[config.mk]
export PLATFORM = sky130hd
export DESIGN_NAME = overwrite_ring_queue_with_average
export DESIGN_NICKNAME = d
export VERILOG_FILES = /design/src/rtl/orqa_pkg.sv /design/src/rtl/orqa_ram.sv /design/src/rtl/orqa_div.sv /design/src/rtl/overwrite_ring_queue_with_average.sv
export SDC_FILE = /design/constraint.sdc
export NUM_CORES = 1
export LEC_CHECK = 0
export ABC_AREA = 1
export BUFFER_PORTS_ARGS = -buffer_cell sky130_fd_sc_hd__buf_4
export CAP_MARGIN = 15
export CORE_ASPECT_RATIO = 0.6
export CORE_MARGIN = 1.5
export CORE_UTILIZATION = 61
export DETAILED_ROUTE_END_ITERATION = 8
export GPL_TIMING_DRIVEN = 0
export PLACE_DENSITY_LB_ADDON = 0.08
export SLEW_MARGIN = 20
export SYNTH_ARGS = -nofsm -noshare
export SYNTH_HDL_FRONTEND = slang
export SYNTH_SLANG_ARGS = --single-unit
[constraint.sdc]
create_clock -name i_clk -period 9.7 [get_ports i_clk]
set_clock_uncertainty 0.2 [all_clocks]
set_input_delay 1.455 -clock i_clk [delete_from_list [all_inputs] [get_ports i_clk]]
set_output_delay 1.455 -clock i_clk [all_outputs]
set_load 0.01 [all_outputs]
[src/rtl/orqa_pkg.sv]
package orqa_pkg;

    // Field widths fixed by the item format.
    localparam int TAG_W  = 32;
    localparam int YEAR_W = 16;

    // Default ring depth.
    localparam int CAPACITY_DEF = 5;

    // The rounded mean always fits in 16 unsigned bits before the sign is applied.
    localparam int QUOT_W = 16;

    // Quotient bits resolved per divider cycle.
    localparam int DIV_STEPS = 2;

    localparam logic OP_INSERT = 1'b0;
    localparam logic OP_REMOVE = 1'b1;

    localparam logic KIND_MEAN    = 1'b0;
    localparam logic KIND_REMOVED = 1'b1;

    typedef struct packed {
        logic                     operation;
        logic [TAG_W-1:0]         entry_tag;
        logic signed [YEAR_W-1:0] year_value;
    } t_in_item;

    typedef struct packed {
        logic                     result_kind;
        logic signed [YEAR_W-1:0] mean_year;
        logic                     evicted;
        logic [TAG_W-1:0]         removed_tag;
        logic signed [YEAR_W-1:0] removed_year;
    } t_out_item;

    typedef struct packed {
        logic [TAG_W-1:0]         tag;
        logic signed [YEAR_W-1:0] year;
    } t_slot;

    localparam int SLOT_W = $bits(t_slot);

endpackage

[src/rtl/orqa_ram.sv]
module orqa_ram #(
    parameter int WIDTH = 8,
    parameter int DEPTH = 4,
    localparam int AW   = (DEPTH > 1) ? $clog2(DEPTH) : 1
) (
    input  logic             i_clk,
    input  logic             i_we,
    input  logic [AW-1:0]    i_waddr,
    input  logic [WIDTH-1:0] i_wdata,
    input  logic [AW-1:0]    i_raddr,
    output logic [WIDTH-1:0] o_rdata
);

    logic [WIDTH-1:0] r_mem [DEPTH];
    logic [WIDTH-1:0] r_rdata;

    always_ff @(posedge i_clk) begin
        if (i_we) begin
            r_mem[i_waddr] <= i_wdata;
        end
        r_rdata <= r_mem[i_raddr];
    end

    assign o_rdata = r_rdata;

endmodule

[src/rtl/orqa_div.sv]
module orqa_div
    import orqa_pkg::*;
#(
    parameter int DEN_W = 4,
    localparam int NUM_W = DEN_W + QUOT_W
) (
    input  logic              i_clk,
    input  logic              i_rst_n,
    input  logic              i_start,
    input  logic [NUM_W-1:0]  i_num,
    input  logic [DEN_W-1:0]  i_den,
    output logic              o_done,
    output logic [QUOT_W-1:0] o_quot
);

    // The caller guarantees the quotient fits in QUOT_W bits, so the upper
    // numerator bits are already below the divisor and seed the remainder.
    localparam int ITERS = QUOT_W / DIV_STEPS;
    localparam int CW    = (ITERS > 1) ? $clog2(ITERS) : 1;

    logic              r_busy, n_busy;
    logic              r_done, n_done;
    logic [CW-1:0]     r_cnt, n_cnt;
    logic [DEN_W-1:0]  r_rem, n_rem;
    logic [QUOT_W-1:0] r_num, n_num;
    logic [DEN_W-1:0]  r_den, n_den;

    logic [DEN_W:0]    trial;

    always_comb begin
        n_busy = r_busy;
        n_done = 1'b0;
        n_cnt  = r_cnt;
        n_rem  = r_rem;
        n_num  = r_num;
        n_den  = r_den;
        trial  = '0;
        if (i_start) begin
            n_busy = 1'b1;
            n_cnt  = '0;
            n_rem  = i_num[NUM_W-1:QUOT_W];
            n_num  = i_num[QUOT_W-1:0];
            n_den  = i_den;
        end else if (r_busy) begin
            for (int s = 0; s < DIV_STEPS; s++) begin
                trial = {n_rem, n_num[QUOT_W-1]};
                if (trial >= {1'b0, r_den}) begin
                    trial = trial - {1'b0, r_den};
                    n_num = {n_num[QUOT_W-2:0], 1'b1};
                end else begin
                    n_num = {n_num[QUOT_W-2:0], 1'b0};
                end
                n_rem = trial[DEN_W-1:0];
            end
            n_cnt = r_cnt + CW'(1);
            if (r_cnt == CW'(ITERS - 1)) begin
                n_busy = 1'b0;
                n_done = 1'b1;
            end
        end
    end

    always_ff @(posedge i_clk) begin
        if (!i_rst_n) begin
            r_busy <= 1'b0;
            r_done <= 1'b0;
            r_cnt  <= '0;
        end else begin
            r_busy <= n_busy;
            r_done <= n_done;
            r_cnt  <= n_cnt;
        end
        r_rem <= n_rem;
        r_num <= n_num;
        r_den <= n_den;
    end

    assign o_done = r_done;
    assign o_quot = r_num;

endmodule

[src/rtl/overwrite_ring_queue_with_average.sv]
// Ring queue of CAPACITY entries, each a 32-bit tag and a signed 16-bit year.
// Input channel (i_in_valid / o_in_ready, i_in_item) takes one command per
// item: an insert appends an entry, dropping the oldest one first when the
// ring is full, and returns the mean of the held years rounded half away from
// zero; a remove pops the head entry and returns its tag and year. A remove
// on an empty ring is consumed and gives no result.
// Output channel (o_out_valid / i_out_ready, o_out_item) is driven from a
// register, so a waiting result never blocks the acceptance of the next item.
// A remove passes through a fetch state and a put state before its result
// is registered at the output. An insert passes through a launch state, the
// divide state and the put state, with a fetch state first when an entry is
// dropped; the mean comes from a shared divider resolving two quotient bits
// per cycle. One item is processed at a time.
// After a synchronous reset the ring is empty, the running sum is zero and no
// result is pending. If the receiver stalls, a finished result waits in a
// holding register, and the block takes no further item until it can move on.
module overwrite_ring_queue_with_average
    import orqa_pkg::*;
#(
    parameter int CAPACITY = CAPACITY_DEF
) (
    input  logic      i_clk,
    input  logic      i_rst_n,
    input  logic      i_in_valid,
    output logic      o_in_ready,
    input  t_in_item  i_in_item,
    output logic      o_out_valid,
    input  logic      i_out_ready,
    output t_out_item o_out_item
);

    localparam int IDX_W = (CAPACITY > 1) ? $clog2(CAPACITY) : 1;
    localparam int CNT_W = $clog2(CAPACITY + 1);
    // Sum of up to CAPACITY signed years: the year width plus room for the count.
    localparam int SUM_W = YEAR_W + CNT_W;
    localparam int DEN_W = CNT_W + 1;
    localparam int NUM_W = DEN_W + QUOT_W;

    typedef enum logic [4:0] {
        S_IDLE   = 5'b00001,
        S_FETCH  = 5'b00010,
        S_LAUNCH = 5'b00100,
        S_DIVIDE = 5'b01000,
        S_PUT    = 5'b10000
    } t_state;

    t_state                   r_state, n_state;
    logic [IDX_W-1:0]         r_head, n_head;
    logic [IDX_W-1:0]         r_tail, n_tail;
    logic [CNT_W-1:0]         r_count, n_count;
    logic signed [SUM_W-1:0]  r_sum, n_sum;
    logic                     r_op, n_op;
    logic [TAG_W-1:0]         r_tag, n_tag;
    logic signed [YEAR_W-1:0] r_year, n_year;
    logic                     r_evict, n_evict;
    t_out_item                r_res, n_res;
    logic                     r_out_valid, n_out_valid;
    t_out_item                r_out, n_out;

    logic                     in_acc;
    logic                     full;
    logic                     ram_we;
    t_slot                    ram_wdata;
    t_slot                    ram_rdata;
    logic                     div_start;
    logic                     div_done;
    logic [QUOT_W-1:0]        div_quot;
    logic [SUM_W-1:0]         sum_mag;
    logic [NUM_W-1:0]         div_num;
    logic [DEN_W-1:0]         div_den;
    logic signed [SUM_W-1:0]  in_year_ext;
    logic signed [SUM_W-1:0]  r_year_ext;
    logic signed [SUM_W-1:0]  rd_year_ext;
    logic [QUOT_W-1:0]        mean_bits;

    function automatic logic [IDX_W-1:0] ring_next(input logic [IDX_W-1:0] idx);
        return (idx == IDX_W'(CAPACITY - 1)) ? '0 : idx + IDX_W'(1);
    endfunction

    assign o_in_ready = (r_state == S_IDLE);
    assign in_acc     = i_in_valid && o_in_ready;
    assign full       = (r_count == CNT_W'(CAPACITY));

    assign in_year_ext = {{(SUM_W - YEAR_W){i_in_item.year_value[YEAR_W-1]}},
                          i_in_item.year_value};
    assign r_year_ext  = {{(SUM_W - YEAR_W){r_year[YEAR_W-1]}}, r_year};
    assign rd_year_ext = {{(SUM_W - YEAR_W){ram_rdata.year[YEAR_W-1]}}, ram_rdata.year};

    // Entry store. The head is read every cycle; only the sequencer's fetch
    // state uses that data, once the registered read has settled on the head.
    // Items are handled one at a time, so the fetch state never uses a read
    // that overlapped a write of the same entry.
    assign ram_we = (in_acc && i_in_item.operation == OP_INSERT && !full)
                 || (r_state == S_FETCH && r_op == OP_INSERT);

    always_comb begin
        if (r_state == S_IDLE) begin
            ram_wdata.tag  = i_in_item.entry_tag;
            ram_wdata.year = i_in_item.year_value;
        end else begin
            ram_wdata.tag  = r_tag;
            ram_wdata.year = r_year;
        end
    end

    orqa_ram #(
        .WIDTH (SLOT_W),
        .DEPTH (CAPACITY)
    ) u_ram (
        .i_clk   (i_clk),
        .i_we    (ram_we),
        .i_waddr (r_tail),
        .i_wdata (ram_wdata),
        .i_raddr (r_head),
        .o_rdata (ram_rdata)
    );

    // Rounded mean: q = (2|sum| + n) / (2n), sign of the sum applied after.
    assign sum_mag   = r_sum[SUM_W-1] ? SUM_W'(-r_sum) : SUM_W'(r_sum);
    assign div_num   = {sum_mag, 1'b0} + NUM_W'(r_count);
    assign div_den   = {r_count, 1'b0};
    assign div_start = (r_state == S_LAUNCH);

    orqa_div #(
        .DEN_W (DEN_W)
    ) u_div (
        .i_clk   (i_clk),
        .i_rst_n (i_rst_n),
        .i_start (div_start),
        .i_num   (div_num),
        .i_den   (div_den),
        .o_done  (div_done),
        .o_quot  (div_quot)
    );

    assign mean_bits = r_sum[SUM_W-1] ? QUOT_W'(-div_quot) : div_quot;

    always_comb begin
        n_state     = r_state;
        n_head      = r_head;
        n_tail      = r_tail;
        n_count     = r_count;
        n_sum       = r_sum;
        n_op        = r_op;
        n_tag       = r_tag;
        n_year      = r_year;
        n_evict     = r_evict;
        n_res       = r_res;
        n_out       = r_out;
        n_out_valid = r_out_valid && !i_out_ready;

        case (r_state)
            S_IDLE: begin
                if (in_acc) begin
                    n_op   = i_in_item.operation;
                    n_tag  = i_in_item.entry_tag;
                    n_year = i_in_item.year_value;
                    if (i_in_item.operation == OP_INSERT) begin
                        if (full) begin
                            // The oldest year must be read before it is dropped.
                            n_evict = 1'b1;
                            n_state = S_FETCH;
                        end else begin
                            n_evict = 1'b0;
                            n_sum   = r_sum + in_year_ext;
                            n_count = r_count + CNT_W'(1);
                            n_tail  = ring_next(r_tail);
                            n_state = S_LAUNCH;
                        end
                    end else if (r_count != '0) begin
                        n_state = S_FETCH;
                    end
                end
            end
            S_FETCH: begin
                n_head = ring_next(r_head);
                if (r_op == OP_INSERT) begin
                    // Full ring: head and tail coincide, the new entry lands
                    // in the slot just vacated.
                    n_sum   = r_sum - rd_year_ext + r_year_ext;
                    n_tail  = ring_next(r_tail);
                    n_state = S_LAUNCH;
                end else begin
                    n_sum                = r_sum - rd_year_ext;
                    n_count              = r_count - CNT_W'(1);
                    n_res.result_kind    = KIND_REMOVED;
                    n_res.mean_year      = '0;
                    n_res.evicted        = 1'b0;
                    n_res.removed_tag    = ram_rdata.tag;
                    n_res.removed_year   = ram_rdata.year;
                    n_state              = S_PUT;
                end
            end
            S_LAUNCH: begin
                n_state = S_DIVIDE;
            end
            S_DIVIDE: begin
                if (div_done) begin
                    n_res.result_kind  = KIND_MEAN;
                    n_res.mean_year    = mean_bits;
                    n_res.evicted      = r_evict;
                    n_res.removed_tag  = '0;
                    n_res.removed_year = '0;
                    n_state            = S_PUT;
                end
            end
            S_PUT: begin
                if (!r_out_valid || i_out_ready) begin
                    n_out       = r_res;
                    n_out_valid = 1'b1;
                    n_state     = S_IDLE;
                end
            end
            default: begin
                n_state = S_IDLE;
            end
        endcase
    end

    always_ff @(posedge i_clk) begin
        if (!i_rst_n) begin
            r_state     <= S_IDLE;
            r_head      <= '0;
            r_tail      <= '0;
            r_count     <= '0;
            r_sum       <= '0;
            r_out_valid <= 1'b0;
        end else begin
            r_state     <= n_state;
            r_head      <= n_head;
            r_tail      <= n_tail;
            r_count     <= n_count;
            r_sum       <= n_sum;
            r_out_valid <= n_out_valid;
        end
        r_op    <= n_op;
        r_tag   <= n_tag;
        r_year  <= n_year;
        r_evict <= n_evict;
        r_res   <= n_res;
        r_out   <= n_out;
    end

    assign o_out_valid = r_out_valid;
    assign o_out_item  = r_out;

endmodule

# ---- Yosys cells after proc, flatten, opt, wreduce, memory -nomap -nowiden
# Memories as Yosys holds them, arrays and structs flattened. A register that Yosys moved wholly into a read port is not among the register bits.
# Index checks and enable logic that the tools add are counted.
dict set report totals {
  ff_bits 244
  ram_bits 240
  inputBits 53
  wordCells 139
  mem_count 1
}
dict set report op_classes {
  addsub 13
  magnitude_cmp 2
  n_eq_ne 17
  n_mux 52
  bitwise_logic 4
  n_reduce_logical 24
}
# memory words word_bits rd rd_ports_with_merged_regs write_ports line_no
set memory_table {}
lappend memory_table {u_ram.r_mem 5 48 1 1 1 orqa_ram.sv:14} ;# logic [WIDTH-1:0] r_mem [DEPTH];
# cell n
set ops {}
lappend ops {{66-bit 2-to-1 mux} 2}
lappend ops {{66-bit one-hot mux with 2 select lines} 1}
lappend ops {{19-bit 2-to-1 mux} 5}
lappend ops {{16-bit 2-to-1 mux} 5}
lappend ops {{48-bit 2-to-1 mux} 1}
lappend ops {{19-bit by 16-bit adder with 19-bit output} 2}
lappend ops {{19-bit one-hot mux with 2 select lines} 1}
lappend ops {{3-bit 2-to-1 mux} 11}
lappend ops {{5-bit 2-to-1 mux} 6}
lappend ops {{5-bit one-hot mux with 5 select lines} 1}
lappend ops {{4-bit 2-to-1 mux} 6}
lappend ops {{20-bit by 3-bit adder with 20-bit output} 1}
lappend ops {{19-bit negation} 1}
lappend ops {{19-bit by 16-bit subtractor with 19-bit output} 1}
lappend ops {{16-bit negation} 1}
lappend ops {{3-bit by 1-bit adder with 3-bit output (second input constant)} 4}
lappend ops {{3-bit equality test (second input constant)} 4}
lappend ops {{3-bit one-hot mux with 2 select lines} 2}
lappend ops {{1-bit 2-to-1 mux} 11}
lappend ops {{5-bit by 4-bit >= comparator with 1-bit output} 2}
lappend ops {{2-bit inequality test (second input constant)} 5}
lappend ops {{5-bit AND reduction} 2}
lappend ops {{4-bit AND reduction} 2}
lappend ops {{4-bit subtractor} 2}
lappend ops {{18 further kinds} 33}

# ---- Depth between registers and ports, before layout
# Gate-level depths: netlist (run 1).
dict set report depth {
  word_depth 8
  mapped_depth 26
}

# ---- Modules after synthesis
# Synthesis (run 1) repeated with hierarchy kept, for this count alone.
dict set report hier_totals {
  cells_unflattened 2692
  area_unflattened_um2 25300.5
}
# module n_inst cells_each area_each_um2 seq_area_each_um2
set by_module_without_submodules {}
lappend by_module_without_submodules {overwrite_ring_queue_with_average 1 1494 12544.5 6145.9}
lappend by_module_without_submodules {orqa_ram 1 1015 11103.1 8167.8}
lappend by_module_without_submodules {orqa_div 1 183 1652.8 820.8}

# ---- Least setup slack after synthesis (run 1)
# No wires, ideal clock.
dict set report synth_timing {
  kind {input-to-reg}
  from {input port i_in_item[48] (netlist name)}
  to {memory u_ram.r_mem[4][0] (netlist name), enable pin}
  arrival_time_ns 6.438
  t_required_ns 8.927
  path_slack_ns 2.489
  path_stages 4
  cell_sequence {nor2_1 -> a31oi_1 -> buf_2 -> nor4_1}
}
dict set report synth_between {
  elab_chain_cells 6
}
# item line_no
set synth_lines {}
lappend synth_lines {{from (decl)} overwrite_ring_queue_with_average.sv:26} ;# input t_in_item i_in_item,
lappend synth_lines {{1-bit NOT (no source line)} -}
lappend synth_lines {{1-bit logical AND (2 in a row)} overwrite_ring_queue_with_average.sv:93} ;# assign ram_we = (in_acc && i_in_item.operation == OP_INSERT && !full)
lappend synth_lines {{1-bit logical OR} overwrite_ring_queue_with_average.sv:94} ;# || (r_state == S_FETCH && r_op == OP_INSERT);
lappend synth_lines {{1-bit 2-to-1 mux} orqa_ram.sv:18} ;# if (i_we) begin
lappend synth_lines {{1-bit 2-to-1 mux (implied by the code)} orqa_ram.sv:19} ;# r_mem[i_waddr] <= i_wdata;
lappend synth_lines {{to (decl)} orqa_ram.sv:14}
# Every way passes these cells.

# ---- Worst setup path after layout (run 1)
dict set report layout_timing {
  from {register r_sum[2]}
  to {register r_sum[18]}
}
dict set report layout_between {
  elab_chain_cells 5
  elab_cells_between_ends 8
}
# item line_no
set layout_lines {}
lappend layout_lines {{from (decl)} overwrite_ring_queue_with_average.sv:51} ;# logic signed [SUM_W-1:0] r_sum, n_sum;
lappend layout_lines {{from (signal assigned)} overwrite_ring_queue_with_average.sv:233} ;# r_sum <= n_sum;
lappend layout_lines {{parallel branches: the longest is 4 deep, another holds 19-bit by 16-bit subtractor with 19-bit output} -}
lappend layout_lines {{19-bit one-hot mux with 2 select lines *} overwrite_ring_queue_with_average.sv:152} ;# case (r_state)
# Every way passes the cells marked *. The select of a mux whose other input is x is not followed.
# A chain may end at the register's enable or synchronous reset.

==> summary.md, run 1 <==
| Metric | Value |
|---|---|
| Share of layout cells above drive strength 1 | a little under an eighth |
| Rows | 55 |
| Area of the multi-input gates | between 7000 and 8000 um^2 |
| Die Y | between 150 and 200 um |
| Root Buffer | clkbuf_16 |
| Overall power | between 6000 and 7000 uW |
| CTS Buf Count | 45 |
| # IOs | approximately 120 |
| First-pass GRT wire length | a little over 100 mm |
| Worst-Margin Slew | 1.099 ns |
| Initial antenna violation count | 0 |
| Dominant cell type by area after synthesis | edfxtp_1 |
| Port buffer count | 120 |
| Fin. max-slew vios | 0 |
| H-tree depth | 2 |
| Worst hold path class | register to register |
| Drt first pass iters | 6 |
| # DRC | 0 |
| Origin of the critical flop-to-flop path | r_sum[2]$_SDFFE_PN0P_ |
| Critical path arrival | roughly 5.3 ns |
| Crit. End Element | register |
| Maximum VDD drop | approximately 0.16 mV |
| Crit Path Class | register to register |
| Startpoint types | register |
| Post-synth ARST share | 0% |
| CP Max Fanout | 6 |
| Avg Inst Size Synth | between 10 and 15 um^2 |
| EDFF count, synth | around 450 |
| GRT Util Overall | between 30% and 40% |
| Flop2flop setup slack | between 4 and 5 ns |
| Initial Util | a little over three fifths |
| Synth Flop Type | edfxtp_1 |
| Share of the yosys chip area belonging to registers | a little over three fifths |
| Cell mode on critical path | nand2_1 |
| Clk buf depth | 3 |
| Core area | roughly 38000 um^2 |
| Crit path max-delay cell type | a21boi_1 |
| Largest cells by area after synthesis | edfxtp_1 (56%), dfxtp_1 (7.3%), nand2_1 (6.8%) |
| Vias in the first global route | 16950 |
| Worst slew margin | approximately a quarter |
| Half-perimeter wire length after placement | 50.39 mm |
| CP max stage delay | 0.64 ns |
| Syn. warnings | 0 |
| Unrepaired setup endpoints after global routing | no |
| DRT iter0 DRCs | 2343 |
| Hold_sp | r_res[43]$_SDFFCE_PN0P_ |
| Fmax | a little under 200 MHz |
| Routability Congestion | 0.9899 |
| Fillers | 2656 |
| Synth-to-Final Area Change | 15.03% |
| Register area | approximately 15000 um^2 |
| Worst path cell trace | ha_1, a21oi_1, nand2_1, a21boi_1, o21ai_0, nand2_1, nand3_1, and2_1, ha_1, inv_1, o21bai_1, nand2_1, nand2_1, a21oi_1, nand2_1, nand2_1, nand3_1, inv_1, nand2_1, nand3_1, nand3_1, nand2_1, inv_1 |
| Net count, final | between 2000 and 3000 |
| Post-CTS Resized | 0 |
| Status | complete, no violations |
| Post-Route WL | 67.11 mm |
| Final Hold Viols | 0 |
| Cell area after synthesis | 23950 um^2 |
| Setup_tns | 0 ns |
| Clk pin slew, worst setup/hold paths | ~0.070 ns |
| PwrDens | around 240 nW/um^2 |
| Die ar. | between 40000 and 50000 um^2 |
| Most frequent cells in the layout | edfxtp_1 (445), nand2_1 (434), nor2_1 (403), inv_1 (181), o21ai_0 (175) |
| Worst-Skew Late Latency | 0.59 ns |
| # Post-CTS Setup Buffers | 0 |
| Detail Route Antenna Nets | 0 |
| Top-area cell type share of the netlist area | 55.80% |
| Pleak | 0.01097 uW |
| Final setup vio count | 0 |
| Vias | between 15000 and 20000 |
| Total congestion overflow | 0 |
| Synth Net Count | approximately 2500 |
| Max-cap violations | 0 |
| Largest net degree at the start of global routing | 24 |
| Worst-case reg-to-reg path depth | 23 |
| Number of synthesized register bits | ~530 |
| Synth unique cells | just over 50 |
| Vias per cell | between 5 and 6 |
| Post-layout min period | between 5 and 6 ns |
| Commonest non-fill, non-tap cell in the layout | edfxtp_1 |
| Worst hold stages | 0 |
| Worst Hold End | o_out_item[43]$_DFFE_PP_ |
| Cts hold-fix bufs | 0 |
| Clock Sinks | between 500 and 600 |
| WP data required | around 10 ns |
| Antenna diode count | 0 |
| CTS tree | yes |
| DR WL/cell | 21.77 um |
| Final Util | between 70 and 80% |
| Die W | roughly 260 um |
| Fin crit share | 51.86% |
| Mapped Cells | between 2000 and 2500 |
| Reg2reg end | r_sum[18]$_SDFFE_PN0P_ |
critical path: cells and delay by family (launching register included):
| family | cells | cell delay, ns |
|---|---|---|
| fa+ha+maj | 2 | 0.75 |
| simple gates | 13 | 1.54 |
| buf+inv | 3 | 0.32 |
| compound gates | 5 | 1.65 |
| flops | 1 | 0.46 |
registers in the layout (all words and copies together), names as in the netlist:
signal	count
o_out_valid	1
u_div.r_busy	1
r_op	1
o_out_item	66
r_tail	3
r_count	3
r_state	5
u_ram.o_rdata	48
u_div.r_den	3
u_div.r_cnt	3
u_div.o_quot	16
r_res	66
u_div.r_rem	4
r_evict	1
r_tag	32
u_ram.r_mem	240
u_div.o_done	1
r_year	16
r_head	3
r_sum	19
kinds of logic (layout without fill, tap and decap cells):
logic type	after synthesis	in the layout	synth area share, %
and+or+nand+nor	1024	1024	17.87
DFF	532	532	63.08
AOI/OAI and AO/OA	383	383	8.877
buffers and inverters	269	515	4.352
adders and majority gates	79	79	4.347
xor gates and xnor gates	36	36	1.426
muxes	1	1	0.04702
worst max-delay path by stage:
stage / startpoint / to / slack (ns) / cells after the start
finish: r_sum[2]$_SDFFE_PN0P_ / r_sum[18]$_SDFFE_PN0P_ / 4.67 / 23
global route: r_sum[2]$_SDFFE_PN0P_ / r_sum[18]$_SDFFE_PN0P_ / 4.56 / 20
CTS: r_sum[2]$_SDFFE_PN0P_ / r_sum[18]$_SDFFE_PN0P_ / 5.02 / 20
detailed placement: r_sum[2]$_SDFFE_PN0P_ / r_sum[18]$_SDFFE_PN0P_ / 5.04 / 23
global placement: i_in_item[48] / u_ram.r_mem[4][24]$_DFFE_PP_ / -2.09 / 5
floorplan: i_in_item[48] / u_ram.r_mem[4][0]$_DFFE_PP_ / 2.49 / 4
report_power, final:
group / total, uW / switching [uW] / internal, uW
Clock: 1850 / 827 / 1020
Combinational: 2010 / 1390 / 617
Sequential: 2860 / 104 / 2750
synth_stat cells (10+ instances only):
master	n
nand3b_1	11
a21oi_1	96
inv_1	181
xor2_1	20
buf_1	12
ha_1	72
xnor2_1	14
a31oi_1	53
nand4_1	13
clkbuf_1	52
nor3_1	31
nand3_1	83
nand2_1	434
dfxtp_1	87
o21ai_1	10
nor2_4	11
nor2_1	404
o21bai_1	11
edfxtp_1	445
o21ai_0	175
metal layers:
metal,global-route usage [%],wire length (um),vias to the layer above
met2,45.23,26720,995
met4,4.678,731,0
li1,-,-,8393
met3,9.653,8800,64
met1,54.09,30860,8767
met5,0,0,-
per-stage QoR:
stage | hold slack, ns | cell area (um^2) | std cells | setup WS [ns]
floorplan | 0.2003 | 23950 | 2324 | 2.489
global placement | 0.2002 | 25490 | 2957 | -2.087
detailed placement | 0.2045 | 26020 | 2999 | 5.044
CTS | 0.2177 | 27550 | 3083 | 5.024
global route | 0.2233 | 27550 | 3083 | 4.559
finish | 0.2181 | 27550 | 3083 | 4.670
area by class of cell:
type / instances / share of cell area [%]
Inverter: 191 / 2.603
Buffer: 78 / 1.181
Clock inverter: 14 / 0.6223
Tap cell: 513 / 2.330
Timing Repair Buffer: 162 / 5.001
Clock buffer: 70 / 4.910
Sequential cell: 532 / 54.83
Multi-Input combinational cell: 1523 / 28.52
No activity file was read; power rests on OpenSTA's default activity.
==> run 2, diff against run 1 <==
- CORE_UTILIZATION: 61 -> 55
- clock period: 9.7 -> 4.35 ns (I/O delays scaled with it)
==> run 2 against run 1 <==
- via count down 1.7%
- power increased by 130%
- sequential power grew 120%
- largest power group unchanged
- setup slack worse by 4.4 ns
- clock power grew 130%
- flip-flop and latch count unchanged
- critical path depth increased by 1
- critical path type unchanged
- highest routed layer is now met5
- sequential share of layout area is 0.42 points lower
- non-clock buffer count shrank 2
- cell count up 1.9%
- count of clock-buffer cells in the layout down 13
- routed wire length grew 0.22%
==> summary.md, run 2 (synthesis results as in run 1) <==
| Metric | Value |
|---|---|
| Synth-to-Final Area Change | 15.92% |
| First-pass GRT wire length | 99.19 mm |
| Critical path arrival | ~4.4 ns |
| CTS Buf Count | 47 |
| CP Max Fanout | 4 |
| Routability Congestion | ~1 |
| # IOs | about 120 |
| Core area | 42380 um^2 |
| Largest net degree at the start of global routing | 26 |
| Area of the multi-input gates | approximately 7900 um^2 |
| Vias | between 15000 and 20000 |
| Worst path cell trace | inv_1, ha_1, fa_1, inv_1, nand2_1, o21ai_2, nand2_1, nand2_4, xor2_2, ha_2, nand2_4, inv_1, a21oi_1, nand3_2, nand2_1, nand2_1, nand2_1, nand3_1, inv_1, nand2_1, nand3_1, nand3_4, nand2_1, inv_1 |
| CTS tree | yes |
| Detail Route Antenna Nets | 0 |
| Worst-Margin Slew | ~0.98 ns |
| Crit. End Element | register |
| Worst-case reg-to-reg path depth | 24 |
| Origin of the critical flop-to-flop path | r_sum[0]$_SDFFE_PN0P_ |
| Max reg flops | 240 |
| Unrepaired setup endpoints after global routing | no |
| Cell mode on critical path | nand2_1 |
| Final Util | approximately 65% |
| Most frequent cells in the layout | edfxtp_1 (445), nand2_1 (432), nor2_1 (403), inv_1 (181), o21ai_0 (172) |
| Startpoint types | register |
| DR WL/cell | between 20 and 25 um |
| Pleak | around 0.011 uW |
| Flop2flop setup slack | around 0.23 ns |
| Setup_tns | 0 ns |
| Root Buffer | clkbuf_16 |
| Clk pin slew, worst setup/hold paths | about 0.070 ns |
| Crit path buf inv count | 5 |
| Final Hold Viols | 0 |
| Share of layout cells above drive strength 1 | 12.21% |
| Vias per cell | 5.702 |
| Reg2reg end | r_sum[18]$_SDFFE_PN0P_ |
| CP max stage delay | between 0.4 and 0.5 ns |
| Status | complete, no violations |
| Worst hold path class | primary input to register |
| Worst hold stages | 1 |
| Fin crit share | 94.81% |
| Crit path max-delay cell type | fa_1 |
| Rows | between 50 and 60 |
| CP top delay family | simple AND/OR/NAND/NOR gates |
| Clk buf depth | 3 |
| Fillers | between 3000 and 4000 |
| Worst Hold End | r_tag[25]$_DFFE_PP_ |
| Most flops, register | u_ram.r_mem |
| Initial Util | approximately 57% |
| Die W | between 200 and 300 um |
| Initial antenna violation count | 2 |
| Dpl cells | roughly 3000 |
| Antenna diode count | 0 |
| Clock Sinks | 532 |
| Maximum VDD drop | around 0.38 mV |
| Fmax | approximately 240 MHz |
| Final setup vio count | 0 |
| Post-Route WL | between 60 and 70 mm |
| Setup Slack @ Placement | -0.1917 ns |
| Half-perimeter wire length after placement | slightly above 50 mm |
| Fin Hold WS | 0.04590 ns |
| Cts hold-fix bufs | 0 |
| # DRC | 0 |
| Die ar. | between 40000 and 50000 um^2 |
| GRT Util Overall | about 30% |
| Fin. max-slew vios | 0 |
| PwrDens | roughly 540 nW/um^2 |
| Hold_sp | i_in_item[41] |
| Net count, final | roughly 2700 |
| Worst slew margin | between 30 and 40% |
| DRT iter0 DRCs | 2044 |
| Fin worst setup slack | approximately 0.23 ns |
| Register area | around 15000 um^2 |
| Commonest non-fill, non-tap cell in the layout | edfxtp_1 |
| Worst-Skew Late Latency | 0.59 ns |
| Post-layout min period | approximately 4.1 ns |
| Crit Path Class | register to register |
| Total congestion overflow | 0 |
| Drt first pass iters | 6 |
| Post-Layout Cell Count | 3142 |
| Port buffer count | 120 |
| Max-cap violations | 0 |
| Vias in the first global route | between 15000 and 20000 |
| Die Y | approximately 160 um |
| H-tree depth | 2 |
| WP data required | around 4.6 ns |
[run 2: repair_timing]
item,CTS,global route
resized for setup,4,14
setup endpoints to repair,1,8
buffers inserted,0,2
cloned,0,0
pin swaps,0,2
[run 2: how the worst max path moves through the flow]
| stage | end | from | slack [ns] | cells past startpoint |
|---|---|---|---|---|
| floorplan | u_ram.r_mem[2][0]$_DFFE_PP_ | r_state[2]$_SDFFE_PN0P_ | -0.85 | 8 |
| global placement | u_ram.r_mem[1][23]$_DFFE_PP_ | r_state[2]$_SDFFE_PN0P_ | -4.25 | 8 |
| detailed placement | r_sum[18]$_SDFFE_PN0P_ | r_sum[0]$_SDFFE_PN0P_ | -0.19 | 24 |
| CTS | r_sum[18]$_SDFFE_PN0P_ | r_sum[0]$_SDFFE_PN0P_ | 0.03 | 26 |
| global route | r_sum[18]$_SDFFE_PN0P_ | r_sum[0]$_SDFFE_PN0P_ | 0.04 | 26 |
| finish | r_sum[18]$_SDFFE_PN0P_ | r_sum[0]$_SDFFE_PN0P_ | 0.23 | 24 |
[run 2: per-stage QoR]
stage	power (uW)	instance area [um^2]
final	15110	27760
after global routing	15800	27760
after CTS	14910	27680
after detailed placement	10700	26110
after global placement	10580	25570
after floorplan	9355	23960
[run 2: layer usage]
layer  track usage [%]  up-vias  share of wire (%)
met3             7.066       70                 11
met4             5.025        2                1.4
met1             49.79     8581                 49
met2             39.06      872                 38
met5                 0        -              0.019
li1                  -     8392                  -
[run 2: layout make-up]
class	instances	share of cell area, %
Timing Repair Buffer	160	5.039
Clock inverter	31	1.046
Inverter	191	2.583
Multi-Input combinational cell	1523	28.61
Clock buffer	57	4.561
Buffer	78	1.172
Tap cell	570	2.569
Sequential cell	532	54.42
[run 2: power breakdown]
group | internal [uW] | total, uW | leakage [uW] | switching (uW)
Sequential | 6140 | 6380 | 0.00480 | 244
Combinational | 1430 | 4490 | 0.00543 | 3060
Clock | 2330 | 4240 | 0.000754 | 1910
Total | 9900 | 15100 | 0.0110 | 5210
